**config.mk**
```make
export PLATFORM = sky130hd
export DESIGN_NAME = url_percent_decoder
export DESIGN_NICKNAME = d
export VERILOG_FILES = /design/src/hw/rtl/upd_pkg.sv /design/src/hw/rtl/url_percent_decoder.sv /design/src/hw/rtl/upd_front.sv /design/src/hw/rtl/upd_cmd_queue.sv /design/src/hw/rtl/upd_back.sv
export SDC_FILE = /design/constraint.sdc
export NUM_CORES = 1
export LEC_CHECK = 0
export BUFFER_PORTS_ARGS = -buffer_cell sky130_fd_sc_hd__buf_2
export CAP_MARGIN = 20
export CORE_ASPECT_RATIO = 0.75
export CORE_UTILIZATION = 35
export DETAILED_ROUTE_END_ITERATION = 10
export GPL_ROUTABILITY_DRIVEN = 0
export PLACE_DENSITY = 0.46
export SLEW_MARGIN = 40
export SYNTH_ARGS = -nofsm -noshare
export SYNTH_HDL_FRONTEND = slang
export SYNTH_HIERARCHICAL = 1
export SYNTH_SLANG_ARGS = --single-unit
```
**constraint.sdc**
```tcl
create_clock -name clock -period 3.8 [get_ports clock]
set_input_delay 0 -clock clock [delete_from_list [all_inputs] [get_ports clock]]
set_output_delay 0 -clock clock [all_outputs]
set_load 0.03 [all_outputs]
```
**src/hw/rtl/upd_pkg.sv**
```systemverilog
// Shared types, constants and helper functions for the URL percent decoder.
// No dependencies; every other file of the block but upd_checker imports this package.
package upd_pkg;

   localparam logic [7:0] PCT_CHAR = 8'h25;

   // What the front end has held back while an escape is still open.
   typedef enum logic [1:0] {
      HOLD_NONE,
      HOLD_PCT,
      HOLD_DIGIT
   } hold_type;

   // One classified input: up to three output bytes, oldest first.
   typedef struct packed {
      logic [1:0] count;
      logic [7:0] byte0;
      logic [7:0] byte1;
      logic [7:0] byte2;
      logic       last;
   } cmd_type;

   function automatic logic is_hex(input logic [7:0] b);
      is_hex = (b >= 8'h30 && b <= 8'h39) || (b >= 8'h41 && b <= 8'h46);
   endfunction

   // Nibble value of an uppercase hex digit; only meaningful when is_hex holds.
   function automatic logic [3:0] hex_nibble(input logic [7:0] b);
      logic [7:0] diff;
      if (b <= 8'h39) begin
         diff = b - 8'h30;
      end else begin
         diff = b - 8'h37;
      end
      hex_nibble = diff[3:0];
   endfunction

endpackage

```
**src/hw/rtl/url_percent_decoder.sv**
```systemverilog
// URL percent decoder, top level: upd_front, upd_cmd_queue and upd_back.
// Depends on upd_pkg and the three submodules.
//
// Usage: the input side is a queue write port. A beat (req_in_byte,
// req_in_last) is taken at a rising edge with req_push high and req_full
// low. Each '%' followed by two uppercase hex digits becomes one decoded
// byte; anything else passes through, and the last output byte of a string
// carries rsp_out_last. The result side is a queue read port: while
// rsp_empty is low the oldest result is on rsp_out_byte / rsp_out_last,
// and a rising edge with rsp_pop high takes it.
// Results pass the command queue, then the result register. Throughput,
// unless a side stalls: one input beat and one result per cycle; the back
// end serializes a command at one byte per cycle, so a failed escape that
// releases two or three bytes costs extra output cycles, absorbed by the
// QUEUE_DEPTH-entry command queue before req_full rises.
// When the receiver stalls, the result register holds its byte and the
// queue fills; req_full then holds off the sender. Reset empties the queue
// and the result register and drops any held partial escape.
module url_percent_decoder
   import upd_pkg::*;
#(
   parameter int QUEUE_DEPTH = 4
) (
   input  logic       clock,
   input  logic       reset,
   input  logic       req_push,
   output logic       req_full,
   input  logic [7:0] req_in_byte,
   input  logic       req_in_last,
   output logic       rsp_empty,
   input  logic       rsp_pop,
   output logic [7:0] rsp_out_byte,
   output logic       rsp_out_last
);

   logic    accept;
   logic    cmd_valid;
   cmd_type cmd;
   cmd_type head_cmd;
   logic    queue_empty;
   logic    head_done;
   logic    out_valid;

   assign accept = req_push && !req_full;

   upd_front u_front (
      .clock     (clock),
      .reset     (reset),
      .accept    (accept),
      .in_byte   (req_in_byte),
      .in_last   (req_in_last),
      .cmd_valid (cmd_valid),
      .cmd       (cmd)
   );

   upd_cmd_queue #(
      .DEPTH (QUEUE_DEPTH)
   ) u_queue (
      .clock  (clock),
      .reset  (reset),
      .wr_en  (cmd_valid),
      .wr_cmd (cmd),
      .rd_en  (head_done),
      .rd_cmd (head_cmd),
      .empty  (queue_empty),
      .full   (req_full)
   );

   upd_back u_back (
      .clock      (clock),
      .reset      (reset),
      .head_valid (!queue_empty),
      .head_cmd   (head_cmd),
      .head_done  (head_done),
      .pop        (rsp_pop),
      .out_valid  (out_valid),
      .out_byte   (rsp_out_byte),
      .out_last   (rsp_out_last)
   );

   assign rsp_empty = !out_valid;

endmodule

```
**src/hw/rtl/upd_front.sv**
```systemverilog
// Front end of the percent decoder: accepts input beats, tracks the escape
// hold state and turns each beat into a command of zero to three bytes. Uses upd_pkg.
module upd_front
   import upd_pkg::*;
(
   input  logic       clock,
   input  logic       reset,
   input  logic       accept,
   input  logic [7:0] in_byte,
   input  logic       in_last,
   output logic       cmd_valid,
   output cmd_type    cmd
);

   hold_type   hold_ff, hold_in;
   logic [7:0] digit_ff, digit_in;
   logic       starts_escape;
   logic       byte_is_hex;

   assign starts_escape = (in_byte == PCT_CHAR) && !in_last;
   assign byte_is_hex   = is_hex(in_byte);

   always_comb begin
      hold_in  = hold_ff;
      digit_in = digit_ff;
      if (accept) begin
         unique case (hold_ff)
            HOLD_PCT: begin
               if (byte_is_hex && !in_last) begin
                  hold_in  = HOLD_DIGIT;
                  digit_in = in_byte;
               end else if (starts_escape) begin
                  hold_in = HOLD_PCT;
               end else begin
                  hold_in = HOLD_NONE;
               end
            end
            HOLD_DIGIT: begin
               if (!byte_is_hex && starts_escape) begin
                  hold_in = HOLD_PCT;
               end else begin
                  hold_in = HOLD_NONE;
               end
            end
            default: begin
               hold_in = starts_escape ? HOLD_PCT : HOLD_NONE;
            end
         endcase
      end
   end

   always_comb begin
      cmd.count = 2'd0;
      cmd.byte0 = in_byte;
      cmd.byte1 = in_byte;
      cmd.byte2 = in_byte;
      cmd.last  = in_last;
      unique case (hold_ff)
         HOLD_PCT: begin
            if (!(byte_is_hex && !in_last)) begin
               // Failed escape: release the percent sign and rescan the new byte.
               cmd.byte0 = PCT_CHAR;
               cmd.count = starts_escape ? 2'd1 : 2'd2;
            end
         end
         HOLD_DIGIT: begin
            if (byte_is_hex) begin
               cmd.byte0 = {hex_nibble(digit_ff), hex_nibble(in_byte)};
               cmd.count = 2'd1;
            end else begin
               cmd.byte0 = PCT_CHAR;
               cmd.byte1 = digit_ff;
               cmd.count = starts_escape ? 2'd2 : 2'd3;
            end
         end
         default: begin
            cmd.count = starts_escape ? 2'd0 : 2'd1;
         end
      endcase
   end

   assign cmd_valid = accept && (cmd.count != 2'd0);

   always_ff @(posedge clock) begin
      if (reset) begin
         hold_ff <= HOLD_NONE;
      end else begin
         hold_ff <= hold_in;
      end
      digit_ff <= digit_in;
   end

endmodule

```
**src/hw/rtl/upd_cmd_queue.sv**
```systemverilog
// Short command queue that decouples the front end from the output serializer.
// Stores cmd_type entries from upd_pkg in a register ring.
module upd_cmd_queue
   import upd_pkg::*;
#(
   parameter int DEPTH = 4
) (
   input  logic    clock,
   input  logic    reset,
   input  logic    wr_en,
   input  cmd_type wr_cmd,
   input  logic    rd_en,
   output cmd_type rd_cmd,
   output logic    empty,
   output logic    full
);

   localparam int PTR_W = (DEPTH > 1) ? $clog2(DEPTH) : 1;
   localparam int CNT_W = $clog2(DEPTH + 1);

   cmd_type             entry_ff [DEPTH];
   logic [PTR_W-1:0]    wr_ptr_ff, wr_ptr_in;
   logic [PTR_W-1:0]    rd_ptr_ff, rd_ptr_in;
   logic [CNT_W-1:0]    count_ff, count_in;

   function automatic logic [PTR_W-1:0] bump(input logic [PTR_W-1:0] ptr);
      bump = (ptr == PTR_W'(DEPTH - 1)) ? '0 : ptr + PTR_W'(1);
   endfunction

   assign empty  = (count_ff == '0);
   assign full   = (count_ff == CNT_W'(DEPTH));
   assign rd_cmd = entry_ff[rd_ptr_ff];

   always_comb begin
      wr_ptr_in = wr_en ? bump(wr_ptr_ff) : wr_ptr_ff;
      rd_ptr_in = rd_en ? bump(rd_ptr_ff) : rd_ptr_ff;
      count_in  = count_ff;
      if (wr_en && !rd_en) begin
         count_in = count_ff + CNT_W'(1);
      end else if (rd_en && !wr_en) begin
         count_in = count_ff - CNT_W'(1);
      end
   end

   always_ff @(posedge clock) begin
      if (reset) begin
         wr_ptr_ff <= '0;
         rd_ptr_ff <= '0;
         count_ff  <= '0;
      end else begin
         wr_ptr_ff <= wr_ptr_in;
         rd_ptr_ff <= rd_ptr_in;
         count_ff  <= count_in;
      end
      if (wr_en) begin
         entry_ff[wr_ptr_ff] <= wr_cmd;
      end
   end

endmodule

```
**src/hw/rtl/upd_back.sv**
```systemverilog
// Back end of the percent decoder: walks the bytes of the head command and
// feeds them one per beat into the result register. Uses upd_pkg.
module upd_back
   import upd_pkg::*;
(
   input  logic       clock,
   input  logic       reset,
   input  logic       head_valid,
   input  cmd_type    head_cmd,
   output logic       head_done,
   input  logic       pop,
   output logic       out_valid,
   output logic [7:0] out_byte,
   output logic       out_last
);

   logic [1:0] idx_ff, idx_in;
   logic       valid_ff, valid_in;
   logic [7:0] byte_ff, byte_in;
   logic       last_ff, last_in;
   logic       load;
   logic       final_byte;

   // The result register refills from a non-empty queue whenever it is empty or being drained.
   assign load       = head_valid && (!valid_ff || pop);
   assign final_byte = (idx_ff == head_cmd.count - 2'd1);
   assign head_done  = load && final_byte;

   always_comb begin
      unique case (idx_ff)
         2'd0:    byte_in = head_cmd.byte0;
         2'd1:    byte_in = head_cmd.byte1;
         default: byte_in = head_cmd.byte2;
      endcase
      last_in  = head_cmd.last && final_byte;
      valid_in = load || (valid_ff && !pop);
      idx_in   = idx_ff;
      if (load) begin
         idx_in = final_byte ? 2'd0 : idx_ff + 2'd1;
      end
   end

   always_ff @(posedge clock) begin
      if (reset) begin
         idx_ff   <= 2'd0;
         valid_ff <= 1'b0;
      end else begin
         idx_ff   <= idx_in;
         valid_ff <= valid_in;
      end
      if (load) begin
         byte_ff <= byte_in;
         last_ff <= last_in;
      end
   end

   assign out_valid = valid_ff;
   assign out_byte  = byte_ff;
   assign out_last  = last_ff;

endmodule

```
After elaboration in Yosys (flattened, before gate mapping)
Memories as Yosys holds them, arrays and structs flattened. A register that Yosys moved wholly into a read port is not among the register bits.
Cells that the tools add are included.
{"block": "classes", "order_cmp": 5, "add_sub_neg": 10, "eq_ne": 8, "n_mux": 25, "reduce_logical": 29}
{"operator": "$pmux 8 s2", "n": 2}
{"operator": "$mux 10", "n": 2}
{"operator": "$le 8x6->1 const B", "n": 2}
{"operator": "$mux 8", "n": 2}
{"operator": "$mux 2", "n": 7}
{"operator": "$logic_and 1x1->1", "n": 13}
{"operator": "$eq 8x6->1 const B", "n": 1}
{"operator": "$ge 8x6->1 const B", "n": 1}
{"operator": "$ge 8x7->1 const B", "n": 1}
{"operator": "$le 8x7->1 const B", "n": 1}
{"operator": "$logic_not 1->1", "n": 8}
{"operator": "$mux 4", "n": 2}
{"operator": "$pmux 2 s2", "n": 2}
{"operator": "$sub 4x1->4 const B", "n": 2}
{"operator": "$sub 4x3->4 const B", "n": 2}
{"operator": "$add 2x1->2 const B", "n": 3}
{"operator": "$eq 2x2->1 const B", "n": 3}
{"operator": "$mux 1", "n": 6}
{"operator": "$mux 3", "n": 2}
{"operator": "$eq 2x1->1 const B", "n": 2}
{"operator": "$reduce_bool 2->1", "n": 2}
{"operator": "$add 3x1->3 const B", "n": 1}
{"operator": "$eq 3x3->1 const B", "n": 1}
{"operator": "$logic_not 3->1", "n": 1}
{"operator": "6 further kinds", "n": 8}
{"block": "word_totals", "register_bits": 29, "output_inout_bits": 11, "input_bits": 13, "ram_bits": 108, "n_memories": 1, "wordCells": 87}
{"name": "u_queue.entry_ff", "depth": 4, "word_bits": 27, "rd": 1, "rd_clocked_by_memory_dff": 1, "wr": 1, "line": "upd_cmd_queue.sv:21", "source": "cmd_type entry_ff [DEPTH];"}

Logic depth before layout (Yosys ltp)
Gate-level depths: netlist (run 1).
{"block": "logic_depth", "ltp_word": 12, "ltp_mapped": 13, "ltp_nobuf": 13}

Hierarchy
Netlist (run 1), hierarchy kept.
{"module": "upd_cmd_queue", "seq_area_each_um2": 3423.3, "instances": 1, "cells_per_inst": 185, "area_per_inst_um2": 4384.2}
{"module": "upd_front", "seq_area_each_um2": 280.3, "instances": 1, "cells_per_inst": 113, "area_per_inst_um2": 1057.3}
{"module": "upd_back", "seq_area_each_um2": 330.3, "instances": 1, "cells_per_inst": 59, "area_per_inst_um2": 618.1}
{"module": "url_percent_decoder", "seq_area_each_um2": 0.0, "instances": 1, "cells_per_inst": 3, "area_per_inst_um2": 21.3}

Worst setup path after synthesis (run 1)
OpenSTA, ideal clock, no wires.
{"block": "synth_timing", "path_kind": "reg2reg", "from": "reg with a tool-made name", "to": "reg u_queue.count_ff[2]", "slack_ps": 1004, "n_path_buf": 1, "stages_incl_launch_ff": 13, "required_ps": 3730, "t_arrival_ps": 2726, "cell_sequence": "dfxtp_1 buf_6 mux4_1 xnor2_1 mux2i_1 and2_1 inv_1 ha_1 inv_1 fa_1 xor2_1 or3_1 a21oi_1"}
{"element": "end signal: assignment", "line": "upd_cmd_queue.sv:53", "source": "count_ff <= count_in;"}
{"element": "end: declaration", "line": "upd_cmd_queue.sv:24", "source": "logic [CNT_W-1:0] count_ff, count_in;"}

==> results.sh, run 1 <==
export IMPL_overflow=0
export IMPL_vias_per_cell=5.11
export IMPL_fin_crit_sh=0.854
export IMPL_synth_compound_area_frac=0.0574
export IMPL_tightest_slew_ps=733
export IMPL_crit_chain="inv_1 > ha_1 > nand2b_1 > o21ai_0 > o31a_1 > ha_1 > inv_1 > fa_1 > xor2_1 > or3_1 > a21oi_1"
export IMPL_ios=24
export IMPL_fp_row_count=41
export IMPL_reg2reg_to="u_queue/count_ff[2]"
export IMPL_core_sq_um=16900
export IMPL_ys_flop_type="edfxtp_1"
export IMPL_cts_tree="done"
export IMPL_min_path_type="in2reg"
export IMPL_ys_seq_area_frac=0.663
export IMPL_cts_max_level=4
export IMPL_yosys_warnings=6
export IMPL_fmax_mhz=308
export IMPL_max_cap_violations=0
export IMPL_antenna_found_initial=0
export IMPL_synth_simple_gate_area_share=0.0685
export IMPL_final_common_cell="edfxtp_1"
export IMPL_hold_ws_ps=35.7
export IMPL_synth_xor_xnor_area_share=0.0101
export IMPL_nets=431
export IMPL_endpoint_kind="flip-flop"
export IMPL_critPathTopFamily="adder cells"
export IMPL_worstSetupStartpointType="flip-flop"
export IMPL_wirelength_mm=12.9
export IMPL_synth_area_per_cell_sq_um=16.9
export IMPL_portBuffers=23
export IMPL_synthCells=360
export IMPL_dr_pass1_iters=4
export IMPL_die_height_microns=116
export IMPL_ant_nets=0
export IMPL_synthAdderAreaFrac=0.0362
export IMPL_root_buffer="clkbuf_16"
export IMPL_fin_skew_ps=12.0
export IMPL_syn_nets=390
export IMPL_drtIter0Drc=193
export IMPL_startpoint="u_front/hold_ff[0]"
export IMPL_slowest_stage="ha_1"
export IMPL_ir_drop_uv=258
export IMPL_crit_required_ps=4160
export IMPL_route_detailed_drc=0
export IMPL_cp_max_fo=15
export IMPL_initial_core_util=0.359
export IMPL_status="complete, no violations"
export IMPL_grt_pass1_wl_mm=19.4
export IMPL_crit_end="u_queue/count_ff[2]"
export IMPL_synth_mux_area_frac=0.127
export IMPL_reg2reg_slack_ps=560
export IMPL_p_leak_nw=2.43
export IMPL_insertion_delay_ps=420
export IMPL_final_layout_size_suffix_gt1_frac=0.232
export IMPL_synth_top_family_by_area="multiplexers"
export IMPL_cts_sinks=139
export IMPL_p_per_area_nw_per_um2=672
export IMPL_grt_max_degree=28
export IMPL_synthArstFlopShare=0
export IMPL_grtUsageTotal=0.156
export IMPL_finalMaxSlewViolations=0
export IMPL_max_slew_margin_rel=0.508
export IMPL_hpwl_mm=8.32
export IMPL_rsz0062_at_grt="no"
export IMPL_crit_buf_inv=2
export IMPL_synth_edff_count=125
export IMPL_wl_per_cell_microns=20.5
export IMPL_dr_total_vias=3213
export IMPL_rr_worst_depth=11
export IMPL_r2r_start="u_front/hold_ff[0]"
export IMPL_ys_seq_elements=139
export IMPL_nFillCells=1538
export IMPL_cts_buffer_depth=2
export IMPL_die_area_sq_um=17900
export IMPL_hold_viol=0
export IMPL_final_cell_mix="edfxtp_1, buf_2, nand2_1, mux4_2, clkbuf_16"
export IMPL_cts_resized=0
export IMPL_critPathKind="reg2reg"
export IMPL_crit_arrival_ps=3600
export IMPL_die_x_microns=154
export IMPL_cts_setup_buffers=0
export IMPL_clkTransAtPathRegs_ps=60
export IMPL_diodes=0
export IMPL_layout_min_cycle_time_ps=3240
export IMPL_syn_cell_area_sq_um=6080
export IMPL_path_depth=11
export IMPL_cts_hold_buf=12
export IMPL_cp_slowest_stage_delay_ps=480
export IMPL_grt_pass1_vias=3212
export IMPL_fin_tns_setup_ps=0
export IMPL_setup_violations=0
export IMPL_area_delta_synth_final_pct=15.9
export IMPL_cts_buffers=17
export IMPL_ys_types=59
[logic make-up (layout without fill, tap and decap cells)]
kind of cell | after synthesis | in the layout
AO/OA/AOI/OAI | 44 | 44
XOR/XNOR | 7 | 7
adder cells (fa/ha/maj) | 17 | 17
buffers and inverters | 37 | 91
flip-flops | 139 | 139
multiplexers | 40 | 40
AND/OR/NAND/NOR | 76 | 76
[layout make-up]
type,count,area (sq um),share of cell area
clock buffer,18,429,0.0609
clock inverter,14,130,0.0185
inverter,16,60.1,0.00852
multi-input combinational,184,1820,0.258
sequential,139,4040,0.572
tap,215,269,0.0382
timing repair buffer,43,308,0.0437
[power breakdown]
part / internal (mW) / total [mW] / switching (mW)
clock network: 0.952 / 1.57 / 0.613
logic: 0.479 / 1.17 / 0.686
registers: 1.92 / 2.01 / 0.0905
[state kept, by name, indices dropped and copies added, names as in the netlist, named ones only]
register           flops
u_queue/rd_ptr_ff      2
u_queue/count_ff       3
u_back/idx_ff          2
u_queue/entry_ff     108
u_queue/wr_ptr_ff      2
u_back/out_byte        8
u_front/digit_ff       8
u_front/hold_ff        2
u_back/out_last        1
u_back/out_valid       1
[synth_stat cells, types with 2 or more instances]
library cell  instances  share of area
mux2_2                6          0.011
o21ai_0               6         0.0049
and2_1                7         0.0072
a22oi_1               8         0.0099
edfxtp_1            125           0.62
buf_6                 2         0.0037
nand3_1               3         0.0025
and3_1                2         0.0021
buf_2                 6         0.0049
a22o_1                3         0.0043
mux2i_1               7          0.012
buf_12                2         0.0066
nor3b_1               2         0.0025
dfxtp_1              14          0.046
a211o_1               2         0.0029
xor2_1                2         0.0029
xnor2_1               5         0.0072
nand4_1               2         0.0021
ha_1                 16          0.033
nor3_1                4         0.0033
a32o_1                2         0.0033
mux4_1                7          0.030
nand2b_1              3         0.0031
mux4_2               20          0.074
nand2b_4              2         0.0045
a21o_1                2         0.0025
o21bai_1              2         0.0025
a21oi_1               6         0.0049
inv_1                16         0.0099
clkbuf_1              2         0.0012
buf_4                 9          0.011
nor2_1               15         0.0093
or3_1                 2         0.0021
nand2_1              23          0.014
[worst reg2reg max path, cell delays in order (launching register included)]
cell and delay (ps):
dfxtp_1 350, inv_1 50, ha_1 480, nand2b_1 260, o21ai_0 420, o31a_1 360
ha_1 230, inv_1 60, fa_1 370, xor2_1 150, or3_1 310, a21oi_1 140
[through the flow]
step | cells | worst slack (ps) | utilization | area [sq um] | total power, mW
after floorplan | 360 | 1000 | - | 6080 | 2.92
after global placement | 585 | 657 | 0.376 | 6370 | 3.22
after detailed placement | 585 | 510 | 0.376 | 6370 | 3.23
after CTS | 629 | 510 | 0.416 | 7050 | 4.82
after global routing | 629 | 263 | 0.416 | 7050 | 5.00
final | 629 | 556 | 0.416 | 7050 | 4.74
[how the worst min path moves through the flow]
| stage | slack, ps | to | from | cells after the start |
|---|---|---|---|---|
| detailed placement | 320 | u_queue/entry_ff[3][0] | req_in_last | 1 |
| global route | 40 | u_front/hold_ff[0] | req_push | 4 |
| finish | 40 | u_front/hold_ff[0] | req_push | 4 |
| floorplan | 70 | u_back/out_valid | reset | 1 |
| global placement | 310 | u_queue/entry_ff[2][0] | req_in_last | 1 |
| CTS | 20 | u_front/hold_ff[0] | req_push | 4 |
[metal layers]
metal,vias to the layer above,GRT usage,routed length [microns]
met2,53,0.237,5820
met4,0,0.0573,83
met3,6,0.0490,559
met5,-,0,0
li1,1488,-,-
met1,1666,0.213,6410
Note: power is estimated with default switching activity, not from simulation.
==> run 2, diff against run 1 <==
Settings changed: CTS_BUF_LIST set to sky130_fd_sc_hd__clkbuf_2 sky130_fd_sc_hd__clkbuf_4 sky130_fd_sc_hd__clkbuf_8.
==> run 2 against run 1 <==
  * Global-route usage fell by 0.14 points
  * Sequential share of layout area rose by 1.5 points
  * Register-to-register slack barely moved
  * Sequential power barely moved
  * Setup slack got worse by 13 ps
  * Clock power fell by 28%
  * Highest routed layer unchanged
  * Critical path depth did not move
  * Critical path type unchanged
  * Routed wire length fell by 0.51%
  * Clock-buffer cell count did not move
==> results.sh, run 2 (synthesis results as in run 1) <==
export IMPL_status="complete, no violations"
export IMPL_crit_end="u_queue/count_ff[2]"
export IMPL_nets=432
export IMPL_hold_ws_ps=389
export IMPL_finalMaxSlewViolations=0
export IMPL_cp_max_fo=15
export IMPL_root_buffer="clkbuf_8"
export IMPL_final_cell_mix="edfxtp_1, buf_2, nand2_1, mux4_2, clkbuf_8"
export IMPL_grt_pass1_vias=3247
export IMPL_rsz0062_at_grt="no"
export IMPL_cts_buffer_depth=2
export IMPL_fin_skew_ps=13.2
export IMPL_final_layout_size_suffix_gt1_frac=0.234
export IMPL_dp_cells=585
export IMPL_fin_tns_setup_ps=0
export IMPL_route_detailed_drc=0
export IMPL_antenna_found_initial=0
export IMPL_portBuffers=23
export IMPL_max_cap_violations=0
export IMPL_ios=24
export IMPL_met2_usage=0.236
export IMPL_die_x_microns=154
export IMPL_p_per_area_nw_per_um2=626
export IMPL_wl_per_cell_microns=20.3
export IMPL_endpoint_kind="flip-flop"
export IMPL_r2r_start="u_front/hold_ff[0]"
export IMPL_reg2reg_slack_ps=540
export IMPL_drtIter0Drc=179
export IMPL_largest_register_ff_count=108
export IMPL_critPathKind="reg2reg"
export IMPL_setup_violations=0
export IMPL_max_slew_margin_rel=0.531
export IMPL_die_height_microns=116
export IMPL_grt_util_met1=0.210
export IMPL_dr_total_vias=3204
export IMPL_fin_crit_sh=0.857
export IMPL_insertion_delay_ps=440
export IMPL_design_area_sq_um=6870
export IMPL_fmax_mhz=307
export IMPL_crit_required_ps=4180
export IMPL_met3_usage=0.0460
export IMPL_rr_worst_depth=11
export IMPL_p_total_mw=4.30
export IMPL_layout_min_cycle_time_ps=3260
export IMPL_grt_pass1_wl_mm=19.3
export IMPL_placed_area_sq_um=6370
export IMPL_clkTransAtPathRegs_ps=80
export IMPL_die_area_sq_um=17900
export IMPL_startpoint="u_front/hold_ff[0]"
export IMPL_final_common_cell="edfxtp_1"
export IMPL_p_leak_nw=2.35
export IMPL_fp_row_count=41
export IMPL_cts_buffers=17
export IMPL_hpwl_mm=8.32
export IMPL_fin_ws_ps=543
export IMPL_cts_setup_buffers=0
export IMPL_crit_arrival_ps=3640
export IMPL_wirelength_mm=12.8
export IMPL_cts_sinks=139
export IMPL_top_register="u_queue/entry_ff"
export IMPL_initial_core_util=0.359
export IMPL_min_delay_path_depth=2
export IMPL_final_cell_count_no_fill=630
export IMPL_area_delta_synth_final_pct=13.0
export IMPL_tightest_slew_ps=697
export IMPL_ant_nets=0
export IMPL_worstSetupStartpointType="flip-flop"
export IMPL_reg2reg_to="u_queue/count_ff[2]"
export IMPL_overflow=0
export IMPL_dr_pass1_iters=4
export IMPL_cts_max_level=4
export IMPL_preCtsSetupSlack_ps=510
export IMPL_cts_tree="done"
export IMPL_diodes=0
export IMPL_min_path_type="in2reg"
export IMPL_vias_per_cell=5.09
export IMPL_grtUsageTotal=0.155
export IMPL_busiest_layer="met2"
export IMPL_grt_max_degree=28
export IMPL_ir_drop_uv=207
export IMPL_core_sq_um=16900
export IMPL_fin_util=0.406
export IMPL_hold_viol=0
-- run 2: how the worst min path moves through the flow --
| stage | from | end | slack (ps) |
|---|---|---|---|
| after floorplan | reset | u_back/out_valid | 70 |
| after global placement | req_in_last | u_queue/entry_ff[2][0] | 310 |
| after detailed placement | req_in_last | u_queue/entry_ff[3][0] | 320 |
| after CTS | req_in_last | u_queue/entry_ff[1][0] | 350 |
| after global routing | req_in_last | u_queue/entry_ff[1][0] | 410 |
| final | req_in_last | u_queue/entry_ff[1][0] | 390 |
-- run 2: final cells by class --
class | instances | area, sq um
Fill cell | 1551 | 10100
Sequential cell | 139 | 4040
Multi-Input combinational cell | 184 | 1820
Timing Repair Buffer | 44 | 318
Tap cell | 215 | 269
Clock buffer | 18 | 241
Clock inverter | 14 | 130
Inverter | 16 | 60.1
-- run 2: critical path, stage by stage, from the launching register on --
cell and delay (ps):
dfxtp_1 360, inv_1 50, ha_1 480, nand2b_1 260, o21ai_0 430, o31a_1 360, ha_1 230, inv_1 60
fa_1 370, xor2_1 150, or3_1 310, a21oi_1 140
-- run 2: per-layer routing --
layer	wire length, microns	vias to the layer above
li1	-	1486
met5	0	-
met3	662	9
met4	92	0
met1	6310	1648
met2	5750	61
-- run 2: power by group --
group | internal [mW] | switching, mW
clock network | 0.577 | 0.555
registers | 1.91 | 0.0910
logic | 0.480 | 0.686
-- run 2: timing repair --
action,in CTS,in global routing
resized for setup,0,0
hold buffers,13,0
hold endpoints to repair,58,0
==> run 3, diff against run 2 <==
Settings changed: CELL_PAD_IN_SITES_DETAIL_PLACEMENT set to 0, CELL_PAD_IN_SITES_GLOBAL_PLACEMENT set to 2, PLACE_DENSITY 0.46 to 0.58, SKIP_CTS_REPAIR_TIMING set to 1.
==> run 3 against run 2 <==
  * Clock skew shrank 2.9 ps
  * Sequential share of layout area down 0.16 points
  * Hold slack worse by 370 ps
  * Non-clock buffer count fell by 1
  * Critical endpoint unchanged
  * Critical path depth up 3
  * Fmax grew 4.2%
  * Sequential power about the same
  * Combinational power hardly changed
  * Clock-buffer cell count stayed put
  * Largest power group unchanged
  * Flip-flop and latch count unchanged
  * Highest routed layer unchanged
  * Setup slack improved by 130 ps
==> results.sh, run 3 (synthesis results as in run 1) <==
export IMPL_nets=431
export IMPL_p_sw_frac=0.306
export IMPL_final_common_cell="edfxtp_1"
export IMPL_core_sq_um=16900
export IMPL_fp_row_count=41
export IMPL_status="complete, no violations"
export IMPL_cts_buffer_depth=2
export IMPL_layout_min_cycle_time_ps=3130
export IMPL_root_buffer="clkbuf_8"
export IMPL_portBuffers=23
export IMPL_crit_buf_inv=4
export IMPL_grtUsageTotal=0.153
export IMPL_dr_pass1_iters=4
export IMPL_dr_total_vias=3179
export IMPL_switchingPower_mw=1.35
export IMPL_fin_skew_ps=10.3
export IMPL_endpoint_kind="flip-flop"
export IMPL_initial_core_util=0.359
export IMPL_insertion_delay_ps=440
export IMPL_top_register="u_queue/entry_ff"
export IMPL_max_cap_violations=0
export IMPL_seq_power_share=0.454
export IMPL_finalMaxSlewViolations=0
export IMPL_grt_pass1_wl_mm=19.2
export IMPL_largest_register_ff_count=108
export IMPL_fin_tns_setup_ps=0
export IMPL_area_delta_synth_final_pct=13.3
export IMPL_cp_slowest_stage_delay_ps=530
export IMPL_hold_viol=0
export IMPL_setup_violations=0
export IMPL_critPathKind="in2reg"
export IMPL_final_cell_mix="edfxtp_1, buf_2, nand2_1, mux4_2, clkbuf_8"
export IMPL_p_per_area_nw_per_um2=638
export IMPL_p_total_mw=4.40
export IMPL_rsz0062_at_grt="no"
export IMPL_die_area_sq_um=17900
export IMPL_diodes=0
export IMPL_vias_per_cell=5.05
export IMPL_min_path_type="in2reg"
export IMPL_cts_buffers=17
export IMPL_cp_max_fo=10
export IMPL_fmax_mhz=320
export IMPL_final_layout_size_suffix_gt1_frac=0.242
export IMPL_clkTransAtPathRegs_ps=80
export IMPL_cts_tree="done"
export IMPL_clkPwrFrac=0.282
export IMPL_ir_drop_uv=216
export IMPL_nFillCells=1549
export IMPL_ios=24
export IMPL_wl_per_cell_microns=20.0
export IMPL_overflow=0
export IMPL_crit_required_ps=4170
export IMPL_combPwrFrac=0.264
export IMPL_fin_crit_sh=0.823
export IMPL_grt_pass1_vias=3183
export IMPL_p_leak_nw=2.37
export IMPL_tightest_slew_ps=759
export IMPL_max_slew_margin_rel=0.490
export IMPL_hpwl_mm=7.88
export IMPL_antenna_found_initial=0
export IMPL_die_x_microns=154
export IMPL_grt_max_degree=28
export IMPL_route_detailed_drc=0
export IMPL_wirelength_mm=12.6
export IMPL_crit_chain="dlygate4sd3_1 > buf_2 > inv_1 > ha_1 > nor4b_1 > nand4_1 > o21ai_0 > o31a_1 > ha_1 > inv_1 > fa_1 > xor2_1 > or3_1 > a21oi_1"
export IMPL_slowest_stage="dlygate4sd3_1"
export IMPL_worstSetupStartpointType="input pin"
export IMPL_crit_arrival_ps=3500
export IMPL_ant_nets=0
export IMPL_seq_area_sq_um=4040
export IMPL_critPathTopFamily="compound AO/OA/AOI/OAI gates"
export IMPL_cts_sinks=139
export IMPL_multi_input_area_sq_um=1820
export IMPL_die_height_microns=116
export IMPL_drtIter0Drc=177
export IMPL_cts_max_level=4
export IMPL_p_int_mw=3.05
run 3: cell types whose count changed in the layout (fill, tap and decap cells not counted):
| cell | delta |
|---|---|
| buf_12 | -1 |
| buf_4 | +1 |
| bufinv_16 | +1 |
| clkinv_1 | -3 |
| clkinv_2 | -1 |
| clkinv_4 | +2 |
| clkinvlp_4 | -1 |
| dlygate4sd3_1 | -1 |
| inv_6 | +2 |
run 3: final cells by class:
| class | instances | area share |
|---|---|---|
| Sequential cell | 139 | 0.586 |
| Multi-Input combinational cell | 184 | 0.264 |
| Timing Repair Buffer | 43 | 0.0428 |
| Tap cell | 215 | 0.0390 |
| Clock buffer | 18 | 0.0350 |
| Clock inverter | 14 | 0.0249 |
| Inverter | 16 | 0.00871 |
run 3: worst paths after layout:
kind,start,to,slack [ps],cells after the start
max,req_in_byte[1],u_queue/count_ff[2],670,14
min,req_push,u_front/hold_ff[0],20,4
max reg2reg,u_front/hold_ff[0],u_queue/count_ff[2],860,11
min reg2reg,u_queue/count_ff[2],u_queue/count_ff[2],530,2
run 3: per-stage QoR:
stage	cells	hold WS, ps	cell area [sq um]	utilization	setup WS [ps]
2_1_floorplan	360	69.1	6080	-	1000
3_3_place_gp	585	312	6360	0.376	859
3_5_place_dp	585	315	6360	0.376	723
4_1_cts	617	-170	6770	0.400	814
5_1_grt	629	7.98	6890	0.407	383
6_report	629	19.0	6890	0.407	674
run 3: routing by layer:
layer  track usage  vias to the layer above  part of all wire
met3        0.0375                        5             0.040
li1              -                     1483                 -
met4        0.0547                        0            0.0068
met2         0.228                       59              0.43
met5             0                        -                 0
met1         0.217                     1632              0.53
run 3: power by group through the flow:
stage / Sequential (mW) / Combinational (mW) / Clock (mW)
after floorplan: 2.11 / 0.812 / 0
after global placement: 2.03 / 1.18 / 0
after detailed placement: 2.04 / 1.18 / 0
after CTS: 2.00 / 1.18 / 1.28
after global routing: 2.02 / 1.28 / 1.34
final: 2.00 / 1.16 / 1.24
run 3: worst register-to-register path, delay by kind of cell (launching register included):
kind	cells	cell delay [ps]
AO/OA/AOI/OAI	3	870
XOR/XNOR	1	160
adder cells (fa/ha/maj)	3	900
buffers and inverters	2	110
flip-flops	1	360
AND/OR/NAND/NOR	2	470
